[config.mk]
export PLATFORM = sky130hd
export DESIGN_NAME = bmg_log_cell
export DESIGN_NICKNAME = d
export VERILOG_FILES = /design/src/rtl/core/bmg_pkg.sv /design/src/rtl/core/bmg_log_cell.sv
export SDC_FILE = /design/constraint.sdc
export NUM_CORES = 2
export LEC_CHECK = 0
export BUFFER_PORTS_ARGS = -buffer_cell sky130_fd_sc_hd__buf_2
export CAP_MARGIN = 20
export CORE_MARGIN = 1.5
export CORE_UTILIZATION = 35
export CTS_CLUSTER_SIZE = 24
export DETAILED_ROUTE_END_ITERATION = 12
export GPL_ROUTABILITY_DRIVEN = 1
export SYNTH_ARGS = -nofsm -noshare
export SYNTH_HDL_FRONTEND = slang
export SYNTH_SLANG_ARGS = --single-unit
[constraint.sdc]
create_clock -name clk -period 1.8 [get_ports clk]
set_input_delay 0.54 -clock clk [delete_from_list [all_inputs] [get_ports clk]]
set_output_delay 0.54 -clock clk [all_outputs]
set_load 0.05 [all_outputs]
[src/rtl/core/bmg_pkg.sv]
// shared constants, tables and pipeline word types of the box-muller gaussian source
package bmg_pkg;

    localparam int UNIFORM_BITS = 32;
    localparam int SAMPLE_BITS  = 32;
    localparam int TDATA_W      = ((2 * SAMPLE_BITS + 7) / 8) * 8;
    localparam int ROUND_SH     = 65 - SAMPLE_BITS;

    localparam logic [31:0] UMASK      = 32'((64'd1 << UNIFORM_BITS) - 64'd1);
    localparam logic [31:0] LN2_Q32    = 32'hB172_17F8;
    localparam logic [33:0] PI_Q32     = 34'h3_243F_6A89;
    localparam logic [31:0] PI_QUARTER = 32'(PI_Q32 >> 2);
    localparam logic [32:0] ONE_Q32    = 33'h1_0000_0000;

    localparam logic [SAMPLE_BITS-1:0] SAT_POS = {1'b0, {(SAMPLE_BITS - 1){1'b1}}};
    localparam logic [SAMPLE_BITS-1:0] SAT_NEG = {1'b1, {(SAMPLE_BITS - 1){1'b0}}};

    localparam logic [7:0] SIN_DEN [6] = '{8'd6, 8'd20, 8'd42, 8'd72, 8'd110, 8'd156};
    localparam logic [7:0] COS_DEN [6] = '{8'd2, 8'd12, 8'd30, 8'd56, 8'd90, 8'd132};

    localparam logic [31:0] SIN_RECIP [6] = '{
        32'((64'd1 << 32) / 64'd6),   32'((64'd1 << 32) / 64'd20),
        32'((64'd1 << 32) / 64'd42),  32'((64'd1 << 32) / 64'd72),
        32'((64'd1 << 32) / 64'd110), 32'((64'd1 << 32) / 64'd156)
    };
    localparam logic [31:0] COS_RECIP [6] = '{
        32'((64'd1 << 32) / 64'd2),   32'((64'd1 << 32) / 64'd12),
        32'((64'd1 << 32) / 64'd30),  32'((64'd1 << 32) / 64'd56),
        32'((64'd1 << 32) / 64'd90),  32'((64'd1 << 32) / 64'd132)
    };

    typedef struct packed {
        logic        valid;
        logic        last;
        logic [31:0] angle;
        logic [31:0] z;
        logic [4:0]  lz;
        logic [29:0] f;
    } front_t;

    typedef struct packed {
        logic        valid;
        logic        last;
        logic [31:0] angle;
        logic [37:0] t1;
        logic [61:0] t2;
    } sq1_t;

    typedef struct packed {
        logic        valid;
        logic        last;
        logic [31:0] angle;
        logic [63:0] v;
        logic [63:0] res;
    } root_t;

    typedef struct packed {
        logic        valid;
        logic        last;
        logic [2:0]  oct;
        logic [31:0] amp;
        logic [31:0] xr;
        logic [31:0] x2;
        logic [32:0] hs;
        logic [32:0] hc;
    } trig_t;

    typedef struct packed {
        logic        valid;
        logic        last;
        logic [2:0]  oct;
        logic [31:0] amp;
        logic [32:0] s;
        logic [32:0] c;
    } fin_t;

    typedef struct packed {
        logic        valid;
        logic        last;
        logic        neg_s;
        logic        neg_c;
        logic [63:0] ps;
        logic [63:0] pc;
    } prod_t;

    typedef struct packed {
        logic                   valid;
        logic                   last;
        logic [SAMPLE_BITS-1:0] sine;
        logic [SAMPLE_BITS-1:0] cosine;
    } res_t;

endpackage

[src/rtl/core/bmg_log_cell.sv]
// one squaring step of the log2 fraction
module bmg_log_cell (
    input  logic            clk,
    input  logic            rst_n,
    input  logic            en,
    input  bmg_pkg::front_t din,
    output bmg_pkg::front_t dout
);
    import bmg_pkg::*;

    front_t      w_reg;
    front_t      w_next;
    logic [63:0] prod;
    logic [32:0] sq;

    always_comb
    begin
        prod   = 64'(din.z) * 64'(din.z);
        sq     = prod[63:31];
        w_next = din;
        if (sq[32])
        begin
            w_next.z = sq[32:1];
            w_next.f = {din.f[28:0], 1'b1};
        end
        else
        begin
            w_next.z = sq[31:0];
            w_next.f = {din.f[28:0], 1'b0};
        end
    end

    always_ff @(posedge clk or negedge rst_n)
    begin
        if (!rst_n)
        begin
            w_reg.valid <= 1'b0;
        end
        else if (en)
        begin
            w_reg <= w_next;
        end
    end

    assign dout = w_reg;

endmodule

# Yosys cells after proc, flatten, opt, wreduce, memory -nomap -nowiden
# Index checks and enable logic that the tools add are counted.
# word_totals
output_inout_bits	101
word_cells	11
register_bits	101
input_bits	104
# op_classes
reduce_logical	1
multipliers	1
muxes	2
# ops
cell	n
$mul A32 B32 Y64	1
$mux W31	1
$reduce_and A2 Y1	1
$mux W1	1

# Depth between registers and ports, before layout
# depth
depth_word	2
ltp_mapped	32
depth_no_buf	27

# Worst setup path after synthesis
# No wires, ideal clock.
# synth_timing
kind	in2reg
startpoint	input port din[49] in the netlist's numbering
endpoint	register w_reg, in the netlist dout[64] (data pin)
setup_ns	0.262
path_buffers	3
stages	28
t_arrival_ns	7.796
required_time_ns	1.538
slack_ns	-6.258
cell_sequence	clkbuf_1 -> clkbuf_1 -> nand2_1 -> fa_1 -> inv_1 -> fa_1 -> inv_1 -> fa_1 -> fa_1 -> inv_1 -> fa_1 -> inv_1 -> fa_1 -> inv_1 -> fa_1 -> fa_1 -> ha_1 -> nand3_1 -> or3_1 -> nor4_1 -> o21a_1 -> nand4bb_4 -> o21ai_2 -> o31ai_1 -> buf_2 -> a41oi_1 -> xnor2_1 -> mux2_1
# synth_rtl
element	line_no	rtl
from (decl)	bmg_log_cell.sv:6	input bmg_pkg::front_t din,
to (signal assigned)	bmg_log_cell.sv:41	w_reg <= w_next;
to (decl)	bmg_log_cell.sv:11	front_t w_reg;

==> out/metrics.csv <==
metric;value;unit
Top-Level Pins;205;
First-pass DRT Iterations;5;
simple-gate share of the synthesized area;10.09;%
area grow syn2layout;26.32;%
top achievable clock speed;0.1290;GHz
Detailed Route WL;86190;um
FF-to-FF path depth;1;
Yosys Warn Count;0;
outcome;finished with violations;
Die Area;95130;sq um
Hold Crit Depth;1;
ratio of cells with drive above 1 in the final layout;26.05;%
initial antenna violation count;10;
Clock Tree Buf Depth;2;
endpoint of the worst register-to-register path;dout[100];
CTS H-tree lvls;3;
Final ANT Viol Nets;0;
port buffer count;203;
Synth Area in Compound Gates;4.671;%
max-slew violations;0;
Avg Inst Size Synth;9.903;sq um
Layout fillers;8864;
total number of vias;23790;
XOR/XNOR share of the synthesized area;2.119;%
failing checks;setup timing;
reg2reg start;dout[100];
DP HPWL;76440;um
max_slew headroom;68.85;%
Core Box Area;92080;sq um
critical path class;in -> reg;
starting density of the core;35.46;%
M1 WL;35830;um
met2 wire length;46280;um
CP Capture Type;flip-flop;
Arr. time, crit path;7.85;ns
initial drt markers;1046;
total grt overflow;0;
crit start category;input port;
Post-Place Cells;5194;
Synth Area in Adders;60.00;%
Final WS setup;-5.953;ns
period utilisation layout;430.7;%
CTS tree;built;
post-DR wirelength/cell;16.42;um
Final nets;5197;
CTS Buf Count;9;
Worst Tran Pin Value;0.4613;ns
root buffer cell;clkbuf_16;
number of antenna diodes;0;
vias in the first global route;27030;
register area;3028;sq um
Seq/Total Area, Yosys;9.274;%
# rows;111;
final worst path period need;7.753;ns
Post-Syn Area;32650;sq um
Num Clock Sinks;101;
Synth Flop Type;edfxtp_1;
number of flops mapped to enable cells by yosys;100;
max FFs per register;101;
Mapped Nets;4492;
first-pass GRT wire length;141700;um
Top Layer Used;met5;
Routability Congestion;0.8650;
Die X;308.4;um
cells after synthesis;3297;
Hold Vio Cnt, Final;0;
MaxCap Viol Count;0;
#FFs+latches synth;101;
clk_lat worst skew;0.33;ns
worst hold path endpoint;dout[7];
pin count of the biggest net entering global routing;42;
r2r setup slk;1.07;ns
Hold Path Class;in -> reg;
clk_skew;0;ns
all-layer global routing usage;19.07;%
RSZ-0062 raised after global routing;yes;
hold_sp;din[6];
Multi-input gate area;26280;sq um
Crit Path Max Fanout;6;
Setup-failing EPs final;33;
non-filler instance count after layout;5250;
drt via density;4.532;
mux share of post-synthesis cell area;0.9657;%
DRC violations left;0;
die height;308.4;um
library cells used by synthesis;76;
clock-pin slew on the worst setup and hold paths;0.07;ns
main combinational cell family by area after synthesis;adder cells;
CP Data Required Time;1.90;ns
ys async rst share;0.9901;%
met3 wire len;2433;um
final cells by class:
type / count / share of cell area, %
Inverter: 978 / 8.925
Tap cell: 1243 / 3.771
Clock inverter: 6 / 0.1123
Multi-Input combinational cell: 2089 / 63.72
Timing Repair Buffer: 823 / 15.57
Clock buffer: 10 / 0.5552
Sequential cell: 101 / 7.342
Yosys cell counts, drive strengths merged, types with 4 or more instances:
master	n	share of area, %
inv	977	11
fa	791	48
ha	300	11
nand2	295	3.4
and2	229	4.4
clkbuf	117	1.3
edfxtp	100	9.2
a21oi	65	1.0
nor2	59	0.68
xnor2	41	1.1
o21ai	38	0.59
xor2	38	1.0
a21o	34	0.78
mux2	24	0.87
a31oi	13	0.27
nor3	13	0.21
a31o	12	0.32
buf	12	0.29
nand4	11	0.21
nand3	10	0.15
nor2b	9	0.17
o21bai	9	0.21
a211oi	8	0.18
and3	8	0.17
o211ai	8	0.20
nand2b	6	0.11
or2	6	0.11
a41oi	5	0.13
a21boi	4	0.092
a221oi	4	0.13
o21a	4	0.092
per-stage QoR:
stage | instance area (sq um) | worst slack [ns] | utilization, % | setup TNS (ns) | hold slack (ns)
after floorplan | 33180 | -5.812 | - | -188.60 | 0.2444
after global placement | 39410 | -6.448 | 42.80 | -210.09 | 0.3353
after detailed placement | 39410 | -6.603 | 42.80 | -211.89 | 0.3367
after CTS | 40890 | -5.875 | 44.41 | -192.19 | 0.3527
after global routing | 41240 | -6.143 | 44.79 | -200.42 | 0.3480
final | 41240 | -5.953 | 44.79 | -194.02 | 0.3672
cells by family after synthesis:
| kind of cell | Yosys count |
|---|---|
| buf+inv | 1107 |
| fa+ha+maj | 1091 |
| simple gates | 663 |
| compound gates | 229 |
| flops | 101 |
| xor+xnor | 79 |
| mux | 27 |
timing repair:
action / CTS / global route
pin swaps: 64 / 30
gates resized for setup: 196 / 78
gates cloned: 8 / 0
hold buffers: 1 / 0
hold endpoints to repair: 1 / 0
setup endpoints to repair: 33 / 33
buffers inserted: 24 / 7
layout by cell type (no fill, tap or decap), types with 5 or more instances in the layout:
master / instances
mux2_4: 17
nand3_1: 7
a31o_2: 12
clkbuf_16: 9
a31oi_1: 10
nand4_1: 11
buf_16: 5
buf_8: 7
a211oi_1: 7
nor2b_1: 9
nor3_1: 9
and3_1: 5
xnor2_1: 39
nor2_1: 49
ha_1: 281
inv_1: 961
nand2b_1: 6
fa_1: 758
nor2_2: 7
a21oi_1: 55
fa_2: 33
buf_12: 25
buf_4: 563
edfxtp_1: 100
o21ai_1: 5
nand2_2: 11
buf_6: 44
a21oi_2: 8
o21bai_1: 8
nand2_1: 281
ha_4: 19
and2_1: 216
xor2_1: 38
inv_2: 14
o211ai_1: 7
mux2_2: 7
and2_4: 12
o21ai_0: 28
buf_2: 176
a21o_1: 34
worst max-delay path: stages:
cell	delay [ns]
buf_12	0.12
buf_12	0.13
buf_16	0.13
and2_1	0.18
buf_4	0.14
fa_1	0.49
inv_1	0.05
fa_1	0.47
inv_1	0.05
fa_1	0.55
fa_1	0.52
fa_1	0.52
fa_2	0.44
fa_1	0.51
inv_1	0.06
fa_1	0.47
inv_1	0.06
ha_4	0.29
nand3_4	0.09
or4_4	0.43
or4_4	0.42
o211ai_1	0.30
o311ai_4	0.23
buf_6	0.19
buf_16	0.14
mux2_4	0.29
worst max-delay path by stage:
stage	startpoint	endpoint	slack [ns]
after CTS	din[46]	dout[56]	-5.88
after global placement	din[48]	dout[62]	-6.45
after detailed placement	din[48]	dout[52]	-6.60
final	din[47]	dout[50]	-5.95
after floorplan	din[54]	dout[51]	-5.81
after global routing	din[47]	dout[36]	-6.14
per-layer routing:
| metal | vias up | track usage [%] |
|---|---|---|
| li1 | 11120 | - |
| met1 | 12270 | 24.12 |
| met2 | 322 | 35.36 |
| met3 | 79 | 1.821 |
| met4 | 2 | 3.483 |
| met5 | - | 0 |
Power is left out: the tool's default activity adds up to more than one toggle a clock period on the data nets, which glitch-free logic cannot reach.
