===== src/rtl/core/bmg_pkg.sv =====
// shared constants, tables and pipeline word types of the box-muller gaussian source
package bmg_pkg;

    localparam int UNIFORM_BITS = 32;
    localparam int SAMPLE_BITS  = 32;
    localparam int TDATA_W      = ((2 * SAMPLE_BITS + 7) / 8) * 8;
    localparam int ROUND_SH     = 65 - SAMPLE_BITS;

    localparam logic [31:0] UMASK      = 32'((64'd1 << UNIFORM_BITS) - 64'd1);
    localparam logic [31:0] LN2_Q32    = 32'hB172_17F8;
    localparam logic [33:0] PI_Q32     = 34'h3_243F_6A89;
    localparam logic [31:0] PI_QUARTER = 32'(PI_Q32 >> 2);
    localparam logic [32:0] ONE_Q32    = 33'h1_0000_0000;

    localparam logic [SAMPLE_BITS-1:0] SAT_POS = {1'b0, {(SAMPLE_BITS - 1){1'b1}}};
    localparam logic [SAMPLE_BITS-1:0] SAT_NEG = {1'b1, {(SAMPLE_BITS - 1){1'b0}}};

    localparam logic [7:0] SIN_DEN [6] = '{8'd6, 8'd20, 8'd42, 8'd72, 8'd110, 8'd156};
    localparam logic [7:0] COS_DEN [6] = '{8'd2, 8'd12, 8'd30, 8'd56, 8'd90, 8'd132};

    localparam logic [31:0] SIN_RECIP [6] = '{
        32'((64'd1 << 32) / 64'd6),   32'((64'd1 << 32) / 64'd20),
        32'((64'd1 << 32) / 64'd42),  32'((64'd1 << 32) / 64'd72),
        32'((64'd1 << 32) / 64'd110), 32'((64'd1 << 32) / 64'd156)
    };
    localparam logic [31:0] COS_RECIP [6] = '{
        32'((64'd1 << 32) / 64'd2),   32'((64'd1 << 32) / 64'd12),
        32'((64'd1 << 32) / 64'd30),  32'((64'd1 << 32) / 64'd56),
        32'((64'd1 << 32) / 64'd90),  32'((64'd1 << 32) / 64'd132)
    };

    typedef struct packed {
        logic        valid;
        logic        last;
        logic [31:0] angle;
        logic [31:0] z;
        logic [4:0]  lz;
        logic [29:0] f;
    } front_t;

    typedef struct packed {
        logic        valid;
        logic        last;
        logic [31:0] angle;
        logic [37:0] t1;
        logic [61:0] t2;
    } sq1_t;

    typedef struct packed {
        logic        valid;
        logic        last;
        logic [31:0] angle;
        logic [63:0] v;
        logic [63:0] res;
    } root_t;

    typedef struct packed {
        logic        valid;
        logic        last;
        logic [2:0]  oct;
        logic [31:0] amp;
        logic [31:0] xr;
        logic [31:0] x2;
        logic [32:0] hs;
        logic [32:0] hc;
    } trig_t;

    typedef struct packed {
        logic        valid;
        logic        last;
        logic [2:0]  oct;
        logic [31:0] amp;
        logic [32:0] s;
        logic [32:0] c;
    } fin_t;

    typedef struct packed {
        logic        valid;
        logic        last;
        logic        neg_s;
        logic        neg_c;
        logic [63:0] ps;
        logic [63:0] pc;
    } prod_t;

    typedef struct packed {
        logic                   valid;
        logic                   last;
        logic [SAMPLE_BITS-1:0] sine;
        logic [SAMPLE_BITS-1:0] cosine;
    } res_t;

endpackage


===== src/rtl/core/bmg_out_buf.sv =====
// output register with a skid stage between the pipeline and the master port
module bmg_out_buf (
    input  logic          clk,
    input  logic          rst_n,
    input  bmg_pkg::res_t din,
    output logic          ready,
    output logic          m_tvalid,
    input  logic          m_tready,
    output bmg_pkg::res_t dout
);
    import bmg_pkg::*;

    res_t main_reg;
    res_t main_next;
    res_t skid_reg;
    res_t skid_next;

    always_comb
    begin
        main_next = main_reg;
        skid_next = skid_reg;
        if (skid_reg.valid)
        begin
            if (m_tready)
            begin
                main_next       = skid_reg;
                skid_next.valid = 1'b0;
            end
        end
        else if (din.valid)
        begin
            if (!main_reg.valid || m_tready)
            begin
                main_next = din;
            end
            else
            begin
                skid_next = din;
            end
        end
        else if (m_tready)
        begin
            main_next.valid = 1'b0;
        end
    end

    always_ff @(posedge clk or negedge rst_n)
    begin
        if (!rst_n)
        begin
            main_reg.valid <= 1'b0;
            skid_reg.valid <= 1'b0;
        end
        else
        begin
            main_reg <= main_next;
            skid_reg <= skid_next;
        end
    end

    assign ready    = !skid_reg.valid;
    assign m_tvalid = main_reg.valid;
    assign dout     = main_reg;

`ifndef SYNTH
    a_skid_needs_main: assert property (@(posedge clk) disable iff (!rst_n)
        skid_reg.valid |-> main_reg.valid)
        else $error("skid word held without an output word");

    a_skid_fill: assert property (@(posedge clk) disable iff (!rst_n)
        main_reg.valid && !m_tready && !skid_reg.valid && din.valid |=> skid_reg.valid)
        else $error("stalled word not caught by the skid stage");

    a_skid_drain: assert property (@(posedge clk) disable iff (!rst_n)
        skid_reg.valid && m_tready |=> !skid_reg.valid && main_reg == $past(skid_reg))
        else $error("skid word not moved to the output");
`endif

endmodule


===== config.mk =====
export PLATFORM = sky130hd
export DESIGN_NAME = bmg_out_buf
export DESIGN_NICKNAME = d
export VERILOG_FILES = /design/src/rtl/core/bmg_pkg.sv /design/src/rtl/core/bmg_out_buf.sv
export SDC_FILE = /design/constraint.sdc
export NUM_CORES = 1
export LEC_CHECK = 0
export BUFFER_PORTS_ARGS = -buffer_cell sky130_fd_sc_hd__clkbuf_2
export CORE_MARGIN = 2
export CORE_UTILIZATION = 35
export DETAILED_ROUTE_END_ITERATION = 16
export SLEW_MARGIN = 15
export SYNTH_ARGS = -nofsm -noshare
export SYNTH_HDL_FRONTEND = slang
export SYNTH_SLANG_ARGS = --single-unit

===== constraint.sdc =====
create_clock -name clk -period 6.3 [get_ports clk]
set_input_delay 0.315 -clock clk [delete_from_list [all_inputs] [get_ports clk]]
set_output_delay 0.315 -clock clk [all_outputs]
set_load 0.02 [all_outputs]

Word level (Yosys, flattened, before mapping)
Cells that the tools add are included.
{ "word_totals": {"latch_bits": 0, "n_memories": 0, "mem_bits_rw": 0, "register_bits": 132, "rom_bits": 0} }
{ "op_classes": {"reduce_logical": 9, "n_eq_ne": 2, "multipliers": 0, "n_lt_le_gt_ge": 0, "div_mod_pow": 0, "mux": 10, "bitwise_logic": 2, "shifts": 0, "n_addsub": 0} }
{ "op_table": {"columns": ["cell", "count"], "rows": [
  ["two-way mux 66 bit", 5],
  ["two-way mux 65 bit", 1],
  ["AND reduction 4 bit", 2],
  ["nonzero test 2 bit", 3],
  ["two-way mux 1 bit", 4],
  ["!= test 3 x 1 -> 1 bit, second input constant", 1],
  ["AND reduction 3 bit", 1],
  ["logical NOT 1 bit", 2],
  ["!= test 2 bit, second input constant", 1],
  ["inverter 1 bit", 2],
  ["logical OR 1 bit", 1]
]} }

Longest topological paths before layout
Gate-level depths: netlist of the first run.
{ "depth": {"word_depth": 5, "depth_mapped": 4, "depth_no_buf": 2} }

Worst setup path before layout of the first run
No wires, ideal clock.
{ "synth_path": {"path_kind": "register to register", "startpoint": "register skid_reg[65] (netlist bit)", "endpoint": "register skid_reg[0] (netlist bit) (enable)", "path_stages_with_launch": 4, "path_slack_ns": 0.628, "synth_period_minus_slack_ns": 5.672, "arrival_ns": 5.103, "cell_sequence": "dfrtp_1 > buf_6 > nand2b_1 > nor3_1"} }
{ "synth_via": {"elab_chain_cells": 2} }
{ "synth_lines": {"columns": ["element", "line", "text"], "rows": [
  ["start, declared", "bmg_out_buf.sv:15", "res_t skid_reg;"],
  ["start signal, assigned", "bmg_out_buf.sv:57", "skid_reg <= skid_next;"],
  ["inverter 1 bit (no source line)", null, null],
  ["AND reduction 4 bit (no source line)", null, null]
]} }
Every way passes these cells.
A chain may end at the register's enable or synchronous reset.

==> reports/metrics.cfg, run 1 <==
[run_status]
status=complete, no violations

[sta]
skew_ps=9.17
max_freq_mhz=471
setup_violations=0
min_period_ps=2120
rsz0062_at_grt=false
hold_violations=0
hold_slack_ps=101
timing.final.ws_setup_ps=4180
setup_tns_ps=0
slew_violations=0
worst_pin_slew_ps=964
fin_crit_sh=0.337
relSlewSlack=0.358

[synthesis]
synth-adder-area-share=0
synth_ff_type=edfxtp_1
synth_cell_type_count=13
syn_area_per_cell_um2=23.5
synth.area.mux_share=0.194
ys_async_sr_fraction=0.0152
ys_warn_count=0
synth_area_leaders=edfxtp_1 77%, mux2_4 19%, buf_6 1.8%, dfrtp_1 0.98%, o221a_1 0.22%
synth_top_family_by_area=multiplexers
synth_compound_gate_area_share=0.00320
synth-edff-count=130
syn-instance-count=216
syn_area_um2=5080
syn_nets=285
synth.top_cell.area_share=0.768
netlist_top_cells_count=130 x edfxtp_1, 65 x mux2_4, 8 x buf_6
synth_top_cell_by_area=edfxtp_1
synth-seq-cells=132
synth_simple_gate_area_share=0.00517
yosysSeqAreaShare=0.778
synthXorXnorAreaFrac=0
yosysMostFrequentCell=edfxtp_1

[clock_tree]
cts.sinks=132
cts_resized=0
htree_levels=4
postCtsHoldBufs=1
post-cts-setup-buffers=0
cts_made_buffers=17
clkTransAtPathRegs_ps=60
clockBufferDepth=2
insertion_delay_ps=400
cts_tree=done
clock-root-buffer=clkbuf_16

[floorplan]
rows=44
coreArea_um2=14400
dieArea_um2=15500
io_pins=137
start_util=0.354
die_h_um=125
die_w_um=125

[finish]
n_antenna_cell=0
area_growth_syn_to_layout_pct=27.4
layout-drive-gt1-share=0.607
final-instance-count-excl-fill=561
fillCellCount=1240
ff_latch_area_um2=3960
fin_nets=435
multi_input_area_um2=1040
design_area_um2=6480
largest_register_ffs=66

[power]
p_leak_nw=2.58
netSwitchingFraction=0.210
p_seq_frac=0.485
ir_worst_vdd_mv=0.144
p_comb_frac=0.095
switchingPower_mw=0.451
power_density_nw_per_um2=331
p_int_mw=1.69
p_clk_frac=0.420

[route]
drtIter0Drc=214
wl_mm=8.51
antenna_left=0
routedWlPerCell_um=15.2
via_per_inst=4.35
vias=2441
drc=0
dr.pass1.iters=4

[place]
placed_cell_area_um2=5940
place_congestion=0.691
dp_worst_setup_slack_ps=4150
portBuffers=136
dp_cells=530
hpwl_mm=5.52

[critical_path]
critPathCaptureType=register
path_class=reg2reg
path_cells=buf_4 -> mux2_4
cp_slowest_cell=buf_4
crit_path_start_kind=register
cpPeakStageDelay_ps=780
cp_max_fo=50
arrival_ps=2270
worstPathRequired_ps=6450

[global_routing]
grtUsageTotal=0.114
grt_max_degree=66
grt_pass1_wl_mm=13.4
grt_pass1_vias=2520
grt-ovfl-total=0
grt_antenna_before_repair=0

[hold_path]
min_path_type=in2reg

[job]
maxCapViolCount=0

[cells in the final DEF, fill, tap and decap left out, drive strengths merged, types with 2 or more instances in the layout]
master / synthesis / routed
mux2: 65 / 65
dfrtp: 2 / 2
buf: 9 / 3
clkbuf: 0 / 158
nor2: 2 / 2
bufinv: 0 / 2
edfxtp: 130 / 130
clkinv: 0 / 6
nand2: 2 / 2
[layer usage]
metal / track usage / wire, um / up-vias
li1: - / - / 1157
met1: 0.146 / 3880 / 1172
met2: 0.162 / 3820 / 97
met3: 0.0507 / 652 / 15
met4: 0.0595 / 161 / 0
met5: 0 / 0 / -
[cell type report]
type,instances,area share
repair buffers,140,0.110
multi-input cells,74,0.161
flip-flops and latches,132,0.611
well taps,184,0.0355
clock buffers,22,0.0686
clock inverters,8,0.0133
inverters,1,0.000579
[stage by stage]
step | total power, mW | util
final | 2.14 | 0.451
after global routing | 2.23 | 0.451
after CTS | 2.17 | 0.451
after detailed placement | 1.27 | 0.413
after global placement | 1.26 | 0.413
after floorplan | 1.20 | -
[kinds of logic after synthesis]
group / Yosys count
flip-flops: 132
multiplexers: 66
buffers and inverters: 10
AND/OR/NAND/NOR: 6
AO/OA/AOI/OAI: 2
[worst max-delay path: cells and delay by family, from the launching register on]
family | cells | cell delay, ps
buf+inv | 1 | 780
mux | 1 | 350
flops | 1 | 640
[path summary, 6_finish.rpt]
path	start	cells past startpoint	end	slack, ps
setup / recovery	skid_reg[65]$_DFF_PN0_	2	dout[57]$_DFFE_PP_	4180
max in group asynchronous	rst_n	2	skid_reg[65]$_DFF_PN0_	5910
min in group asynchronous	rst_n	2	m_tvalid$_DFFE_PN0P_	250
setup reg to reg	skid_reg[65]$_DFF_PN0_	2	dout[57]$_DFFE_PP_	4180
hold / removal	din[59]	1	skid_reg[59]$_DFFE_PP_	100
hold reg to reg	skid_reg[20]$_DFFE_PP_	1	dout[20]$_DFFE_PP_	540
[power by group through the flow]
stage	Sequential, mW	Combinational [mW]	Clock, mW
detailed placement	1.06	0.208	0
floorplan	1.08	0.115	0
global placement	1.06	0.204	0
CTS	1.04	0.209	0.922
finish	1.04	0.204	0.900
global route	1.04	0.218	0.967
(Power assumes the default switching activity.)
==> run 2, diff against run 1 <==
==> constraint.sdc (replaced) <==
create_clock -name clk -period 1.7 [get_ports clk]
set_input_delay 0.085 -clock clk [delete_from_list [all_inputs] [get_ports clk]]
set_output_delay 0.085 -clock clk [all_outputs]
set_load 0.02 [all_outputs]
==> reports/metrics.cfg, run 2 (synthesis results as in run 1) <==
[critical_path]
worstPathRequired_ps=2000
r2r_cells=4
critPathLaunch=skid_reg[65]$_DFF_PN0_
timing.rr.end=skid_reg[65]$_DFF_PN0_
r2r-start=skid_reg[65]$_DFF_PN0_
arrival_ps=1890
critPathCaptureType=register
cp_max_fo=24
endpoint=skid_reg[65]$_DFF_PN0_
cp.depth=4
cpPeakStageDelay_ps=550
path_class=reg2reg
rrSetupSlack_ps=100
cp_slowest_cell=dlygate4sd3_1
crit_buf_inv=2
path_cells=buf_6 -> a21oi_1 -> nor2_1 -> dlygate4sd3_1
cp_top_family=buffers and inverters
crit_path_start_kind=register

[place]
placed_cell_area_um2=6030
portBuffers=136
dp_cells=533
place_congestion=0.698
hpwl_mm=6.02
dp_worst_setup_slack_ps=125

[sta]
slew_violations=0
fin_crit_sh=0.939
timing.final.ws_setup_ps=103
min_period_ps=1600
relSlewSlack=0.767
skew_ps=6.48
setup_violations=0
max_freq_mhz=626
setup_tns_ps=0
rsz0062_at_grt=false
worst_pin_slew_ps=350
hold_slack_ps=403
hold_violations=0

[finish]
fillCellCount=1204
final_common_cell=clkbuf_2
layout_common_cells=136 x clkbuf_2, 130 x edfxtp_1, 70 x dlygate4sd3_1, 65 x mux2_4, 17 x clkbuf_16
ff_latch_area_um2=3960
n_antenna_cell=0
fin_nets=507
largest_register_ffs=66
design_area_um2=7300
layout-drive-gt1-share=0.525
final-instance-count-excl-fill=635
area_growth_syn_to_layout_pct=43.7
multi_input_area_um2=1060

[route]
via_per_inst=4.25
routedWlPerCell_um=14.9
dr.pass1.iters=4
drtIter0Drc=122
antenna_left=0
drc=0
vias=2700
wl_mm=9.46

[global_routing]
grtUsageTotal=0.127
grt_pass1_vias=2817
grt_antenna_before_repair=0
grt_max_degree=45
grt_pass1_wl_mm=14.9
grt-ovfl-total=0

[clock_tree]
clkTransAtPathRegs_ps=60
clockBufferDepth=2
htree_levels=4
cts_made_buffers=17
insertion_delay_ps=410
cts.sinks=132
cts_tree=done
post-cts-setup-buffers=0
clock-root-buffer=clkbuf_16

[power]
p_leak_nw=2.93
power_density_nw_per_um2=1140
ir_worst_vdd_mv=0.510

[floorplan]
start_util=0.354
die_w_um=125
coreArea_um2=14400
dieArea_um2=15500
die_h_um=125
rows=44
io_pins=137

[run_status]
status=complete, no violations

[hold_path]
min_path_type=in2reg

[job]
maxCapViolCount=0

==> run 2: timing repair <==
item | CTS | global route
resized for setup | 0 | 1
hold buffers | 70 | 0
endpoints found under the setup margin | 0 | 2
endpoints found under the hold margin | 131 | 0
==> run 2: stage by stage <==
step / utilization / total power [mW]
after floorplan: - / 4.45
after global placement: 0.419 / 4.71
after detailed placement: 0.419 / 4.72
after CTS: 0.508 / 8.44
after global routing: 0.508 / 8.64
final: 0.508 / 8.33
==> run 2: routing by layer <==
| metal | share of wire | GRT usage | up-vias | wire (um) |
|---|---|---|---|---|
| met4 | 0.022 | 0.0588 | 0 | 207 |
| li1 | - | - | 1302 | - |
| met5 | 0 | 0 | - | 0 |
| met2 | 0.48 | 0.201 | 98 | 4500 |
| met1 | 0.44 | 0.151 | 1282 | 4180 |
| met3 | 0.061 | 0.0533 | 18 | 579 |
==> run 2: worst min-delay path by stage <==
stage / startpoint / endpoint / slack (ps) / depth (start not counted)
4_1_cts: din[41] / skid_reg[41]$_DFFE_PP_ / 370 / 2
6_report: din[0] / skid_reg[0]$_DFFE_PP_ / 400 / 2
2_1_floorplan: rst_n / m_tvalid$_DFFE_PN0P_ / -210 / 0
3_5_place_dp: rst_n / m_tvalid$_DFFE_PN0P_ / -100 / 1
5_1_grt: din[39] / skid_reg[39]$_DFFE_PP_ / 390 / 2
3_3_place_gp: rst_n / m_tvalid$_DFFE_PN0P_ / -110 / 1
==> run 2: final cells by class <==
class,instances,share of cell area
multi-input combinational,74,0.145
sequential,132,0.542
timing repair buffer,212,0.203
inverter,1,0.000514
clock inverter,11,0.0183
tap,184,0.0315
clock buffer,21,0.0603
==> run 2: power breakdown <==
group / total, mW / internal [mW] / switching, mW
combinational: 0.940 / 0.500 / 0.439
clock: 3.56 / 2.29 / 1.28
sequential: 3.83 / 3.78 / 0.0501
total: 8.33 / 6.56 / 1.76
==> run 3, diff against run 2 <==
--- a/config.mk
+++ b/config.mk
@@ -9,6 +9,7 @@
 export CORE_MARGIN = 2
 export CORE_UTILIZATION = 35
 export DETAILED_ROUTE_END_ITERATION = 16
+export GPL_TIMING_DRIVEN = 0
 export SLEW_MARGIN = 15
 export SYNTH_ARGS = -nofsm -noshare
 export SYNTH_HDL_FRONTEND = slang
==> reports/metrics.cfg, run 3 (synthesis results as in run 1) <==
[clock_tree]
cts_tree=done
cts.sinks=132
cts_made_buffers=17
insertion_delay_ps=410
clock-root-buffer=clkbuf_16
clockBufferDepth=2
htree_levels=4
clkTransAtPathRegs_ps=50

[global_routing]
grtUsageTotal=0.136
grt-ovfl-total=0
grt_antenna_before_repair=0
grt_pass1_wl_mm=15.9
grt_max_degree=33
grt_pass1_vias=2950

[finish]
fin_nets=522
n_antenna_cell=0
layout-drive-gt1-share=0.540
ff_latch_area_um2=3950
final-instance-count-excl-fill=647
final_common_cell=clkbuf_2
largest_register_ffs=66
multi_input_area_um2=1120
area_growth_syn_to_layout_pct=46.7
fillCellCount=1173
layout_common_cells=136 x clkbuf_2, 130 x edfxtp_1, 66 x dlygate4sd3_1, 65 x mux2_4, 17 x clkbuf_16

[critical_path]
path_cells=buf_6 -> buf_8 -> nor2_4 -> o221a_4 -> buf_12
critPathLaunch=skid_reg[65]$_DFF_PN0_
cp.depth=5
arrival_ps=1730
r2r-start=skid_reg[65]$_DFF_PN0_
worstPathRequired_ps=1810
crit_buf_inv=3
critPathCaptureType=register
endpoint=dout[22]$_DFFE_PP_
path_class=reg2reg
crit_path_start_kind=register
cp_top_family=buffers and inverters
cp_slowest_cell=dfrtp_1
timing.rr.end=dout[22]$_DFFE_PP_
cp_max_fo=16
rrSetupSlack_ps=80
r2r_cells=5
cpPeakStageDelay_ps=370

[route]
routedWlPerCell_um=16.2
dr.pass1.iters=4
wl_met1_mm=4.80
wl_met3_um=529
wl_mm=10.5
drtIter0Drc=186
drc=0
routed.top_layer=met4
routed-wl-met2_mm=5.00
vias=2852
antenna_left=0
via_per_inst=4.41

[floorplan]
start_util=0.354
coreArea_um2=14400
io_pins=137
die_h_um=125
rows=44
die_w_um=125
dieArea_um2=15500

[power]
p_int_mw=6.28
ir_worst_vdd_mv=0.559
p_clk_frac=0.394
p_comb_frac=0.132
p_leak_nw=3.01
netSwitchingFraction=0.220
power_density_nw_per_um2=1080
p_seq_frac=0.474
totalPowerFinal_mw=8.05
switchingPower_mw=1.77

[run_status]
status=complete, no violations

[sta]
max_freq_mhz=618
hold_violations=0
fin_crit_sh=0.952
min_period_ps=1620
skew_ps=4.59
slew_violations=0
worst_pin_slew_ps=329
setup_violations=0
relSlewSlack=0.781
rsz0062_at_grt=false

[place]
portBuffers=136
place_congestion=0.716
dp_cells=540
hpwl_mm=6.11

[job]
maxCapViolCount=0

[hold_path]
min_path_type=in2async

## run 3: worst min path at each step
stage / from / endpoint / cells after the start
after floorplan: rst_n / m_tvalid$_DFFE_PN0P_ / 0
after global placement: rst_n / m_tvalid$_DFFE_PN0P_ / 1
after detailed placement: rst_n / m_tvalid$_DFFE_PN0P_ / 1
after CTS: m_tready / skid_reg[65]$_DFF_PN0_ / 2
after global routing: rst_n / m_tvalid$_DFFE_PN0P_ / 2
final: rst_n / m_tvalid$_DFFE_PN0P_ / 2
## run 3: metrics by stage
stage	setup TNS (ps)	hold slack [ps]	util	cell area (um2)	worst slack [ps]
4_1_cts	-6620	21.5	0.511	7340	-148
5_1_grt	0	65.8	0.519	7460	32.8
2_1_floorplan	-67770	-211	-	5110	-967
3_3_place_gp	-146460	-110	0.419	6020	-1850
3_5_place_dp	-41800	-106	0.424	6100	-454
6_report	0	72.1	0.519	7460	81.3
## run 3: timing repair
action / 4_1_cts / 5_1_grt
gates resized for setup: 3 / 2
gates cloned: 2 / 1
setup endpoints to repair: 121 / 48
hold buffers: 66 / 0
setup buffers: 4 / 5
pin swaps: 2 / 0
hold endpoints to repair: 130 / 0
## run 3: routing by layer
| metal | vias up | track usage |
|---|---|---|
| met5 | - | 0 |
| met4 | 0 | 0.0509 |
| met3 | 11 | 0.0520 |
| met2 | 89 | 0.214 |
| met1 | 1405 | 0.172 |
| li1 | 1347 | - |
## run 3: power groups by stage
stage	logic (mW)	registers, mW	clock network [mW]
6_report	1.06	3.82	3.17
5_1_grt	1.13	3.83	3.42
3_3_place_gp	0.826	3.89	0
3_5_place_dp	0.862	3.89	0
4_1_cts	1.03	3.82	3.27
2_1_floorplan	0.438	4.01	0
## run 3: final cells by class
cell class | instances | share of cell area
sequential | 132 | 0.530
timing repair buffer | 215 | 0.207
multi-input combinational | 77 | 0.151
clock buffer | 19 | 0.0580
tap | 184 | 0.0309
buffer | 9 | 0.0136
clock inverter | 10 | 0.00923
inverter | 1 | 0.000503
## run 3: worst register-to-register path: cells and delay by family, from the launching register on
kind	cells	cell delay, ps
buffers and inverters	3	500
flip-flops	1	370
AND/OR/NAND/NOR	1	220
AO/OA/AOI/OAI	1	240
