**config.mk**
```make
export PLATFORM = sky130hd
export DESIGN_NAME = bmg_norm_cell
export DESIGN_NICKNAME = d
export VERILOG_FILES = /design/src/rtl/core/bmg_pkg.sv /design/src/rtl/core/bmg_norm_cell.sv
export SDC_FILE = /design/constraint.sdc
export NUM_CORES = 1
export LEC_CHECK = 0
export BUFFER_PORTS_ARGS = -buffer_cell sky130_fd_sc_hd__buf_2
export CORE_ASPECT_RATIO = 0.9
export CORE_MARGIN = 2
export CORE_UTILIZATION = 40
export CTS_CLUSTER_DIAMETER = 30
export CTS_CLUSTER_SIZE = 12
export DETAILED_ROUTE_END_ITERATION = 6
export PLACE_DENSITY = 0.67
export SYNTH_ARGS = -nofsm -noshare
export SYNTH_HDL_FRONTEND = slang
export SYNTH_SLANG_ARGS = --single-unit
```
**constraint.sdc**
```tcl
create_clock -name clk -period 0.8 [get_ports clk]
set_input_delay 0.16 -clock clk [delete_from_list [all_inputs] [get_ports clk]]
set_output_delay 0.16 -clock clk [all_outputs]
set_load 0.02 [all_outputs]
```
**src/rtl/core/bmg_pkg.sv**
```systemverilog
// shared constants, tables and pipeline word types of the box-muller gaussian source
package bmg_pkg;

    localparam int UNIFORM_BITS = 32;
    localparam int SAMPLE_BITS  = 32;
    localparam int TDATA_W      = ((2 * SAMPLE_BITS + 7) / 8) * 8;
    localparam int ROUND_SH     = 65 - SAMPLE_BITS;

    localparam logic [31:0] UMASK      = 32'((64'd1 << UNIFORM_BITS) - 64'd1);
    localparam logic [31:0] LN2_Q32    = 32'hB172_17F8;
    localparam logic [33:0] PI_Q32     = 34'h3_243F_6A89;
    localparam logic [31:0] PI_QUARTER = 32'(PI_Q32 >> 2);
    localparam logic [32:0] ONE_Q32    = 33'h1_0000_0000;

    localparam logic [SAMPLE_BITS-1:0] SAT_POS = {1'b0, {(SAMPLE_BITS - 1){1'b1}}};
    localparam logic [SAMPLE_BITS-1:0] SAT_NEG = {1'b1, {(SAMPLE_BITS - 1){1'b0}}};

    localparam logic [7:0] SIN_DEN [6] = '{8'd6, 8'd20, 8'd42, 8'd72, 8'd110, 8'd156};
    localparam logic [7:0] COS_DEN [6] = '{8'd2, 8'd12, 8'd30, 8'd56, 8'd90, 8'd132};

    localparam logic [31:0] SIN_RECIP [6] = '{
        32'((64'd1 << 32) / 64'd6),   32'((64'd1 << 32) / 64'd20),
        32'((64'd1 << 32) / 64'd42),  32'((64'd1 << 32) / 64'd72),
        32'((64'd1 << 32) / 64'd110), 32'((64'd1 << 32) / 64'd156)
    };
    localparam logic [31:0] COS_RECIP [6] = '{
        32'((64'd1 << 32) / 64'd2),   32'((64'd1 << 32) / 64'd12),
        32'((64'd1 << 32) / 64'd30),  32'((64'd1 << 32) / 64'd56),
        32'((64'd1 << 32) / 64'd90),  32'((64'd1 << 32) / 64'd132)
    };

    typedef struct packed {
        logic        valid;
        logic        last;
        logic [31:0] angle;
        logic [31:0] z;
        logic [4:0]  lz;
        logic [29:0] f;
    } front_t;

    typedef struct packed {
        logic        valid;
        logic        last;
        logic [31:0] angle;
        logic [37:0] t1;
        logic [61:0] t2;
    } sq1_t;

    typedef struct packed {
        logic        valid;
        logic        last;
        logic [31:0] angle;
        logic [63:0] v;
        logic [63:0] res;
    } root_t;

    typedef struct packed {
        logic        valid;
        logic        last;
        logic [2:0]  oct;
        logic [31:0] amp;
        logic [31:0] xr;
        logic [31:0] x2;
        logic [32:0] hs;
        logic [32:0] hc;
    } trig_t;

    typedef struct packed {
        logic        valid;
        logic        last;
        logic [2:0]  oct;
        logic [31:0] amp;
        logic [32:0] s;
        logic [32:0] c;
    } fin_t;

    typedef struct packed {
        logic        valid;
        logic        last;
        logic        neg_s;
        logic        neg_c;
        logic [63:0] ps;
        logic [63:0] pc;
    } prod_t;

    typedef struct packed {
        logic                   valid;
        logic                   last;
        logic [SAMPLE_BITS-1:0] sine;
        logic [SAMPLE_BITS-1:0] cosine;
    } res_t;

endpackage

```
**src/rtl/core/bmg_norm_cell.sv**
```systemverilog
// one step of the leading-zero normalising shift
module bmg_norm_cell (
    input  logic            clk,
    input  logic            rst_n,
    input  logic            en,
    input  logic [2:0]      level,
    input  bmg_pkg::front_t din,
    output bmg_pkg::front_t dout
);
    import bmg_pkg::*;

    front_t     w_reg;
    front_t     w_next;
    logic [5:0] amount;

    always_comb
    begin
        amount = 6'd1 << level;
        w_next = din;
        if ((din.z >> (6'd32 - amount)) == 32'd0)
        begin
            w_next.z  = din.z << amount;
            w_next.lz = din.lz + 5'(amount);
        end
    end

    always_ff @(posedge clk or negedge rst_n)
    begin
        if (!rst_n)
        begin
            w_reg.valid <= 1'b0;
        end
        else if (en)
        begin
            w_reg <= w_next;
        end
    end

    assign dout = w_reg;

endmodule

```
## Word-level counts from Yosys, hierarchy flattened

Index checks and enable logic that the tools add are counted.

| word-level totals | value |
|---|---|
| register bits after elaboration | 101 |
| input port bits | 107 |

| cells by class | value |
|---|---|
| reduce and logical (&&, ||, !) cells | 2 |
| mux-type cells | 1 |
| shift-type cells | 3 |
| add/sub/neg operators | 2 |

Operator list:

| operator | count |
|---|---|
| 37-bit two-way mux | 1 |
| 32-bit zero test | 1 |
| 32-bit by 6-bit << shifter with 32-bit output | 1 |
| 32-bit by 6-bit >> shifter with 32-bit output | 1 |
| 1-bit by 3-bit << shifter with 6-bit output (first input constant) | 1 |
| 6-bit subtractor (first input constant) | 1 |
| 5-bit adder | 1 |
| 2-bit AND reduction | 1 |

## Longest topological paths before layout

Gate-level depths: netlist (run 1).

| logic depth | value |
|---|---|
| word-level depth | 5 |
| mapped depth | 13 |
| depth with buffers taken out | 10 |

## Worst setup path before layout (run 1)

Ideal clock, no wire load.

| timing path | value |
|---|---|
| kind | input -> register |
| start | in en |
| end | reg w_reg (netlist bit dout[0]), enable pin |
| data required time | 330 ps |
| setup slack | -2139 ps |
| stages on the path | 1 |
| setup time | 470 ps |
| data arrival time | 2469 ps |
| cell sequence | and2_1 |

| between the ends | value |
|---|---|
| longest elaborated chain between the ends | 1 |

Ends and longest elaborated chain:

| element | line | RTL |
|---|---|---|
| start: declaration | bmg_norm_cell.sv:5 | `input logic en,` |
| 2-bit AND reduction (no source line) | n/a |  |
| end signal: assignment | bmg_norm_cell.sv:35 | `w_reg <= w_next;` |
| end: declaration | bmg_norm_cell.sv:12 | `front_t w_reg;` |

Every way passes these cells.
A chain may end at the register's enable or synchronous reset.

==> results.txt, run 1 <==
Layout Skew -> 0 ns
RSZ-0062 raised after global routing -> yes
Yosys reg bits -> 101
critical path launch point type -> input pin
Power Dens Cells -> 1570 nW/µm²
GR met1 Demand/Resource -> 40.5%
crit-path max cell delay -> 0.50 ns
DR WL/cell -> 24.0 µm
Async SR Flop Fraction -> 0.990%
Area Overhead vs Synth -> 75.8%
CP top delay family -> simple AND/OR/NAND/NOR gates
Max-Cap Viols -> 0
DRT antenna net count -> 0
DR iter-0 viols -> 672
sequential element share of the synthesized area -> 54.9%
IO Pins -> 208
post-synth top area share -> 54.4%
die footprint -> 14,800 µm²
Clk Latency, worst-skew pair -> 0.35 ns
fin util -> 72.3%
Syn Area/Cell -> 11.2 µm²
vias in the first global route -> 6,060
Setup WS post-layout -> -1.29 ns
post-place setup slack -> -1.76 ns
cell taking the most area after synthesis -> edfxtp_1
M3 GR Usage -> 7.20%
Design Area, Final -> 9700 µm²
net switching power -> 4.50 mW
largest net degree at the start of global routing -> 39
final worst path period need -> 2.09 ns
Non-Filler Instances -> 1,059
# setup viols final -> 138
vias per inst -> 5.89
first-pass GRT wire length -> 35.1 mm
setup TNS -> -69.92 ns
worst hold-check path type -> input pin to flop
NumNets Final -> 996
status -> finished with violations
Total Routed Length -> 25.4 mm
CTS tree -> built
Mapped Nets -> 602
Switching Fraction -> 29.6%
Hold Worst Slack -> 0.0753 ns
Logic pwr share -> 29.4%
clk sinks -> 101
DIE WIDTH -> 128 µm
layer with the highest usage -> met2
# rows -> 40
H-tree levels -> 3
critical-path cell list -> buf_2 > buf_6 > nor2b_1 > or4b_4 > a32oi_4 > nand4b_4 > a21oi_4 > buf_6 > a21oi_1 > a211oi_1
routed via count -> 6,241
GPL Wtd Cong -> 0.903
DP Wirelength -> 16.3 mm
CP Class -> input pin to flop
Largest register FFs -> 101
number of fill cells -> 955
core area -> 13,400 µm²
Fin. Hold Viols -> 0
WP data required -> 0.95 ns
failing checks -> design-rule violations, negative setup slack
ant diodes -> 0
Post-synth top flop -> edfxtp_1
Placement Cell Area -> 7730 µm²
Slowest cell on crit path -> or4b_4
M2 GR Usage -> 53.3%
initial antenna violation count -> 0
Worst setup EP type -> flop
Cells after Synth -> 492
Leakage -> 4.11 nW
Post-synth EDFFs -> 100
Final Power -> 15.2 mW
clk root buf -> clkbuf_16
die height -> 115 µm
maximum clock frequency -> 0.478 GHz
data arrival time of the worst path -> 2.24 ns
cell area after synthesis -> 5520 µm²
Most Frequent Cell on Critical Path -> buf_6
total grt overflow -> 0
max-slew violations -> 0
Netlist cell types -> 74
CTS clk-pin slew, worst paths -> 0.08 ns
cts bufs inserted -> 9
Starting Density -> 41.1%
DR pass1 iterations -> 7
layout cell share with drive strength beyond 1 -> 50.4%
Int Power -> 10.7 mW
Clock Power Share -> 28.1%
drt drc -> 2
worst vdd ir -> 1.05 mV
synth top area cells -> edfxtp_1 54%, mux2i_1 5.3%, a21oi_1 3.4%
worst path buffer plus inverter count -> 3
Rel. slew slack -> 62.5%
PortBufs -> 207
dpl cells -> 965
All-Layer GR Usage -> 31.8%
clk buf depth -> 2
worst slew pin tran -> 0.557 ns
CP Max Fanout -> 8
fin crit share -> 262%
Synthesis Warnings -> 0
fraction of power consumed by sequential logic -> 42.5%
[cell usage after synthesis, types with 3 or more instances]
cell type	n
nor2b_1	4
a22oi_1	4
nor2_1	46
edfxtp_1	100
a31oi_1	7
nor3_1	10
a22o_1	13
o2bb2ai_1	7
or3_1	4
a21o_1	3
nand2_1	40
buf_2	15
a32o_1	3
o211ai_1	3
or4_1	3
nand2b_1	4
nand3_1	9
mux2_2	4
xnor2_1	5
mux2_1	4
a21oi_1	38
a211oi_1	13
o22ai_1	8
clkbuf_1	19
o221ai_1	3
o21ai_0	21
mux2i_1	29
and2_1	4
inv_1	8
buf_1	5
[cell type report]
type | count | area (µm²) | share of cell area [%]
tap | 168 | 210 | 2.17
multi-input combinational | 342 | 2640 | 27.2
clock inverter | 4 | 33.8 | 0.348
sequential | 101 | 3030 | 31.2
inverter | 9 | 33.8 | 0.348
timing repair buffer | 423 | 3500 | 36.1
clock buffer | 12 | 256 | 2.64
[cells in the final DEF (no fill, tap or decap), types with 9 or more instances in the layout]
master	synthesis	routed
a22o_1	13	13
clkbuf_16	0	9
buf_4	0	132
a21oi_1	38	34
buf_2	15	123
buf_12	0	9
mux2i_1	29	28
buf_6	1	93
dlygate4sd3_1	0	64
edfxtp_1	100	100
nor2_1	46	44
nand2_1	40	37
o21ai_0	21	20
[repair_timing]
item / CTS / global route
hold buffers: 63 / 1
pin swaps: 20 / 20
cloned: 1 / 0
resized for setup: 140 / 106
endpoints found under the hold margin: 63 / 1
setup buffers: 9 / 6
setup endpoints to repair: 138 / 139
[routing by layer]
layer	routed length [µm]	share of wire [%]	vias to the layer above
met3	2450	9.6	76
met2	12200	48	447
met5	0	0	-
li1	-	-	2686
met4	910	3.6	0
met1	9880	39	3032
[cell families (layout without fill, tap and decap cells)]
family | after synthesis | count (layout) | share of synthesized area [%]
AND/OR/NAND/NOR | 138 | 138 | 12.0
multiplexers | 38 | 38 | 7.30
buffers and inverters | 49 | 448 | 3.81
adder cells (fa/ha/maj) | 4 | 4 | 0.997
XOR/XNOR | 6 | 6 | 0.952
flip-flops | 101 | 101 | 54.9
AO/OA/AOI/OAI | 156 | 156 | 20.1
[power by group through the flow]
| stage | Sequential [mW] | Combinational, mW | Clock [mW] |
|---|---|---|---|
| after global routing | 6.49 | 4.67 | 4.52 |
| final | 6.47 | 4.48 | 4.28 |
| after detailed placement | 6.47 | 3.38 | 0 |
| after floorplan | 6.96 | 1.23 | 0 |
| after CTS | 6.39 | 4.07 | 4.23 |
| after global placement | 6.46 | 3.36 | 0 |
[worst paths after layout]
kind	endpoint	slack (ns)	cells after the start	from
worst max-delay path	dout[60]	-1.29	10	din[63]
worst min-delay path	dout[100]	0.08	2	din[100]
worst max register to register	dout[100]	-0.14	2	dout[100]
worst min register to register	dout[100]	0.69	2	dout[100]
max in group asynchronous	dout[100]	0.43	3	rst_n
min in group asynchronous	dout[100]	0.27	3	rst_n
Power figures use the tool's default switching activity.
==> inputs of run 2 (changes only) <==
==> constraint.sdc (replaced) <==
create_clock -name clk -period 0.8 [get_ports clk]
set_input_delay 0 -clock clk [delete_from_list [all_inputs] [get_ports clk]]
set_output_delay 0 -clock clk [all_outputs]
set_load 0.02 [all_outputs]
==> run 2 against run 1 <==
Wire length increased by 5.9%. Register-to-register slack improved by 0.13 ns. Cell count grew 1.7%. Sequential share of layout area fell by 0.63 points. The flow finishes with violations (negative hold slack, negative setup slack). Clock skew unchanged. Largest power group unchanged. Sequential cell count stayed put. Global-route usage rose by 1.8 points. Critical path type unchanged. Highest routed layer unchanged.
==> results.txt, run 2 (synthesized netlist as in run 1, its figures left out) <==
status -> finished with violations
failing checks -> negative hold slack, negative setup slack
largest net degree at the start of global routing -> 27 (-31%)
clk buf depth -> 2 (unchanged)
crit path to -> dout[44]
Total Routed Length -> 27.0 mm (+5.9%)
fin util -> 73.8% (+1.5 points)
clk root buf -> clkbuf_16
CP Class -> input pin to flop
Max-Cap Viols -> 0 (unchanged)
DR iter-0 viols -> 769 (+14%)
flop2flop setup slack -> -0.01 ns (+0.13 ns)
vias per inst -> 5.88 (-0.19%)
commonest non-fill, non-tap cell in the layout -> buf_4
PortBufs -> 207 (unchanged)
setup TNS -> -49.78 ns (+20.14 ns)
post-place setup slack -> -1.63 ns (+0.130 ns)
max-slew violations -> 0 (unchanged)
data arrival time of the worst path -> 2.10 ns (-0.14 ns)
# setup viols final -> 138 (unchanged)
DR WL/cell -> 25.0 µm (+4.2%)
Critical R2R Capture -> dout[100]
Power Dens Cells -> 1580 nW/µm² (+0.57%)
GPL Wtd Cong -> 0.941 (+4.2%)
dpl cells -> 984 (+2.0%)
CTS clk-pin slew, worst paths -> 0.07 ns (about the same)
die height -> 115 µm (unchanged)
die footprint -> 14,800 µm² (unchanged)
final worst path period need -> 2.02 ns (-0.0733 ns)
wire length on met1 -> 10.4 mm (+4.9%)
Clk Latency, worst-skew pair -> 0.36 ns (about the same)
commonest cells after routing, fill and taps aside -> 151 x buf_4, 119 x buf_2, 100 x edfxtp_1
Starting Density -> 41.1% (unchanged)
core area -> 13,400 µm² (unchanged)
Setup WS post-layout -> -1.22 ns (+0.0733 ns)
layout cell share with drive strength beyond 1 -> 50.6% (+0.16 points)
worst setup path start -> din[63]
Reg area -> 3030 µm² (unchanged)
Area Overhead vs Synth -> 79.5%
IO Pins -> 208 (unchanged)
fin crit share -> 252% (-9.2 points)
critical path launch point type -> input pin
R2R depth -> 1 (-1)
Design Area, Final -> 9900 µm² (+2.1%)
vias in the first global route -> 6,268 (+3.4%)
RSZ-0062 raised after global routing -> yes
DR pass1 iterations -> 5 (-2)
All-Layer GR Usage -> 33.6% (+1.8 points)
worst slew pin tran -> 0.779 ns (+0.222 ns)
Placement Cell Area -> 7860 µm² (+1.7%)
DIE WIDTH -> 128 µm (unchanged)
CTS tree -> built
worst vdd ir -> 1.09 mV (+4.0%)
worst hold-check path type -> input pin to flop
WP data required -> 0.88 ns (-0.07 ns)
Largest register FFs -> 101 (unchanged)
r2r startpoint -> dout[100]
WL met3 -> 2.62 mm (+6.8%)
clk sinks -> 101 (unchanged)
DP Wirelength -> 16.9 mm (+3.6%)
wire length on met2 -> 12.7 mm (+4.2%)
Hold Worst Slack -> -0.0104 ns (-0.0857 ns)
DRT antenna net count -> 0 (unchanged)
maximum clock frequency -> 0.495 GHz (+3.6%)
Final Power -> 15.6 mW (+2.7%)
Non-Filler Instances -> 1,077 (+1.7%)
Worst setup EP type -> flop
Fin. Hold Viols -> 1 (+1)
total grt overflow -> 0 (unchanged)
CP Max Fanout -> 5 (-3)
Leakage -> 4.22 nW (+2.6%)
routed via count -> 6,335 (+1.5%)
multi-input combinational cell area -> 2650 µm² (+0.66%)
Layout Skew -> 0 ns (unchanged)
H-tree levels -> 3 (unchanged)
Rel. slew slack -> 47.7% (-15 points)
NumNets Final -> 1,013 (+1.7%)
cts bufs inserted -> 9 (unchanged)
number of fill cells -> 870 (-8.9%)
Hold Buf Count CTS -> 66 (+4.8%)
first-pass GRT wire length -> 36.8 mm (+4.7%)
initial antenna violation count -> 1 (+1)
drt drc -> 0 (-2)
top sig layer -> met4
# rows -> 40 (unchanged)
run 2: cell type report:
type / instances / share of cell area [%]
antenna: 1 / 0.0253
timing repair buffer: 440 / 37.1
multi-input combinational: 342 / 26.8
clock buffer: 10 / 2.31
inverter: 9 / 0.341
clock inverter: 6 / 0.695
tap: 168 / 2.12
sequential: 101 / 30.6
run 2: metal layers:
layer  GRT usage [%]  vias to the layer above
met3            7.71                      106
met2            55.7                      477
li1                -                     2729
met4            15.2                        0
met5               0                        -
met1            42.4                     3023
run 2: power by group:
group          internal (mW)  switching, mW
Clock                   2.45           2.07
Sequential              6.27          0.202
Combinational           2.25           2.40
run 2: worst min path at each step:
stage | slack, ns | to | depth (start not counted) | from
after floorplan | -0.30 | dout[100] | 0 | rst_n
after detailed placement | -0.12 | dout[100] | 2 | rst_n
after global routing | -0.02 | dout[33] | 2 | din[33]
after CTS | -0.02 | dout[33] | 2 | din[33]
final | -0.01 | dout[33] | 2 | din[33]
after global placement | -0.12 | dout[100] | 2 | rst_n
run 2: timing repair:
| item | in CTS | in global routing |
|---|---|---|
| setup endpoints to repair | 138 | 138 |
| hold endpoints to repair | 67 | 1 |
| resized for setup | 141 | 115 |
| buffers inserted | 6 | 2 |
| gates cloned | 3 | 0 |
| pin swaps | 25 | 15 |
run 2: critical path, stage by stage:
cell	delay [ns]
buf_6	0.09
or4_4	0.56
a21oi_2	0.14
a311o_1	0.17
nand3_2	0.13
buf_4	0.17
o31a_1	0.33
a311oi_2	0.23
buf_4	0.19
a221oi_1	0.08
==> inputs of run 3 (changes only) <==
- CTS_BUF_LIST: unset -> sky130_fd_sc_hd__clkbuf_16
==> run 3 against run 2 <==
The run still ends with negative hold slack, negative setup slack left. Cell count unchanged. Final area unchanged. First-iteration DRC count increased by 0.26%. Critical path type unchanged. Largest power group unchanged. Highest routed layer unchanged.
==> results.txt, run 3 (synthesized netlist as in run 1, its figures left out) <==
Worst setup EP type -> flop
clk buf depth -> 2 (unchanged)
GPL Wtd Cong -> 0.941 (unchanged)
Area Overhead vs Synth -> 79.5% (unchanged)
failing checks -> negative hold slack, negative setup slack
commonest non-fill, non-tap cell in the layout -> buf_4
CP Max Fanout -> 5 (unchanged)
first-pass GRT wire length -> 36.8 mm (unchanged)
R2R depth -> 1 (unchanged)
IO Pins -> 208 (unchanged)
r2r startpoint -> dout[100]
fin util -> 73.8% (unchanged)
# setup viols final -> 138 (unchanged)
flop2flop setup slack -> -0.01 ns (about the same)
Endpoint, Worst Hold -> dout[33]
M3 GR Usage -> 7.71% (unchanged)
DR WL/cell -> 25.1 µm (+0.18%)
Layout Skew -> 0 ns (unchanged)
die footprint -> 14,800 µm² (unchanged)
total grt overflow -> 0 (unchanged)
largest net degree at the start of global routing -> 27 (unchanged)
Starting Density -> 41.1% (unchanged)
final worst path period need -> 2.03 ns (+0.00815 ns)
WP data required -> 0.88 ns (about the same)
commonest cells after routing, fill and taps aside -> 151 x buf_4, 119 x buf_2, 100 x edfxtp_1
Hold Worst Slack -> -0.0104 ns (-0.00000110 ns)
maximum clock frequency -> 0.493 GHz (-0.40%)
CTS clk-pin slew, worst paths -> 0.07 ns (about the same)
CP Class -> input pin to flop
DR iter-0 viols -> 771 (+0.26%)
Fin. Hold Viols -> 1 (unchanged)
Hold Buf Count CTS -> 66 (unchanged)
status -> finished with violations
DR pass1 iterations -> 6 (+1)
RSZ-0062 raised after global routing -> yes
Setup WS post-layout -> -1.23 ns (-0.00815 ns)
Total Routed Length -> 27.0 mm (+0.18%)
dpl cells -> 984 (unchanged)
HP Start -> din[33]
layout cell share with drive strength beyond 1 -> 50.6% (unchanged)
All-Layer GR Usage -> 33.6% (unchanged)
worst slew pin tran -> 0.797 ns (+0.0182 ns)
cts bufs inserted -> 9 (unchanged)
data arrival time of the worst path -> 2.11 ns (about the same)
drt drc -> 0 (unchanged)
Rel. slew slack -> 46.5% (-1.2 points)
clk sinks -> 101 (unchanged)
Critical R2R Capture -> dout[100]
DIE WIDTH -> 128 µm (unchanged)
NumNets Final -> 1,013 (unchanged)
DP Wirelength -> 16.9 mm (unchanged)
GR met1 Demand/Resource -> 42.4% (unchanged)
routed via count -> 6,418 (+1.3%)
Non-Filler Instances -> 1,077 (unchanged)
Leakage -> 4.22 nW (about the same)
Largest register FFs -> 101 (unchanged)
core area -> 13,400 µm² (unchanged)
initial antenna violation count -> 1 (unchanged)
number of fill cells -> 870 (unchanged)
Clk Latency, worst-skew pair -> 0.35 ns (about the same)
worst hold-check path type -> input pin to flop
# rows -> 40 (unchanged)
Final Power -> 15.6 mW (about the same)
clk root buf -> clkbuf_16
critical path launch point type -> input pin
CTS tree -> built
Power Dens Cells -> 1580 nW/µm² (about the same)
PortBufs -> 207 (unchanged)
max-slew violations -> 0 (unchanged)
hold depth -> 2 (unchanged)
layer with the highest usage -> met2
M2 GR Usage -> 55.7% (unchanged)
vias in the first global route -> 6,265 (-0.048%)
DRT antenna net count -> 0 (unchanged)
worst vdd ir -> 1.09 mV (-0.11%)
Max-Cap Viols -> 0 (unchanged)
die height -> 115 µm (unchanged)
H-tree levels -> 3 (unchanged)
vias per inst -> 5.96 (+1.3%)
fin crit share -> 253% (+1.0 points)
run 3: changes by cell type in the layout (fill, tap and decap cells not counted), sizes merged:
cell,change
inv,+1
clkbuf,-1
run 3: worst max-delay path, cell delays in order:
cell      delay, ns
buf_6          0.09
or4_4          0.56
a21oi_2        0.14
a311o_1        0.17
nand3_2        0.13
buf_4          0.17
o31a_1         0.33
a311oi_2       0.24
buf_4          0.19
a221oi_1       0.09
run 3: worst max-delay path by stage:
stage | slack, ns | from | depth (start not counted) | to
finish | -1.23 | din[63] | 10 | dout[44]
global route | -1.30 | din[63] | 10 | dout[44]
CTS | -1.13 | din[63] | 9 | dout[43]
detailed placement | -1.63 | level[0] | 9 | dout[49]
global placement | -1.61 | level[1] | 9 | dout[49]
floorplan | -1.30 | level[1] | 9 | dout[43]
run 3: routing by layer:
metal / routed length, µm / vias up
met5: 0 / -
met4: 1250 / 0
met3: 2800 / 101
met2: 12800 / 526
met1: 10200 / 3058
li1: - / 2733
run 3: where the power goes:
part	switching (mW)	internal (mW)	leakage (nW)
Sequential	0.202	6.27	0.946
Clock	2.06	2.44	0.143
Combinational	2.40	2.25	3.13
run 3: cell type report:
type,instances,area [µm²],share of cell area [%]
antenna,1,2.50,0.0253
clock buffer,9,225,2.27
clock inverter,7,72.6,0.733
inverter,9,33.8,0.341
multi-input combinational,342,2650,26.8
sequential,101,3030,30.6
tap,168,210,2.12
timing repair buffer,440,3680,37.1
run 3: through the flow:
stage / setup TNS [ns] / cell area, µm² / setup WS [ns]
after floorplan: -80.58 / 5600 / -1.30
after global placement: -57.70 / 7860 / -1.61
after detailed placement: -59.62 / 7860 / -1.63
after CTS: -46.66 / 9480 / -1.13
after global routing: -53.74 / 9900 / -1.30
final: -49.86 / 9900 / -1.23
run 3: what timing repair did:
action	in CTS	in global routing
gates cloned	3	0
resized for setup	141	115
hold endpoints to repair	67	1
endpoints found under the setup margin	138	138
pin swaps	25	15
buffers inserted	6	2
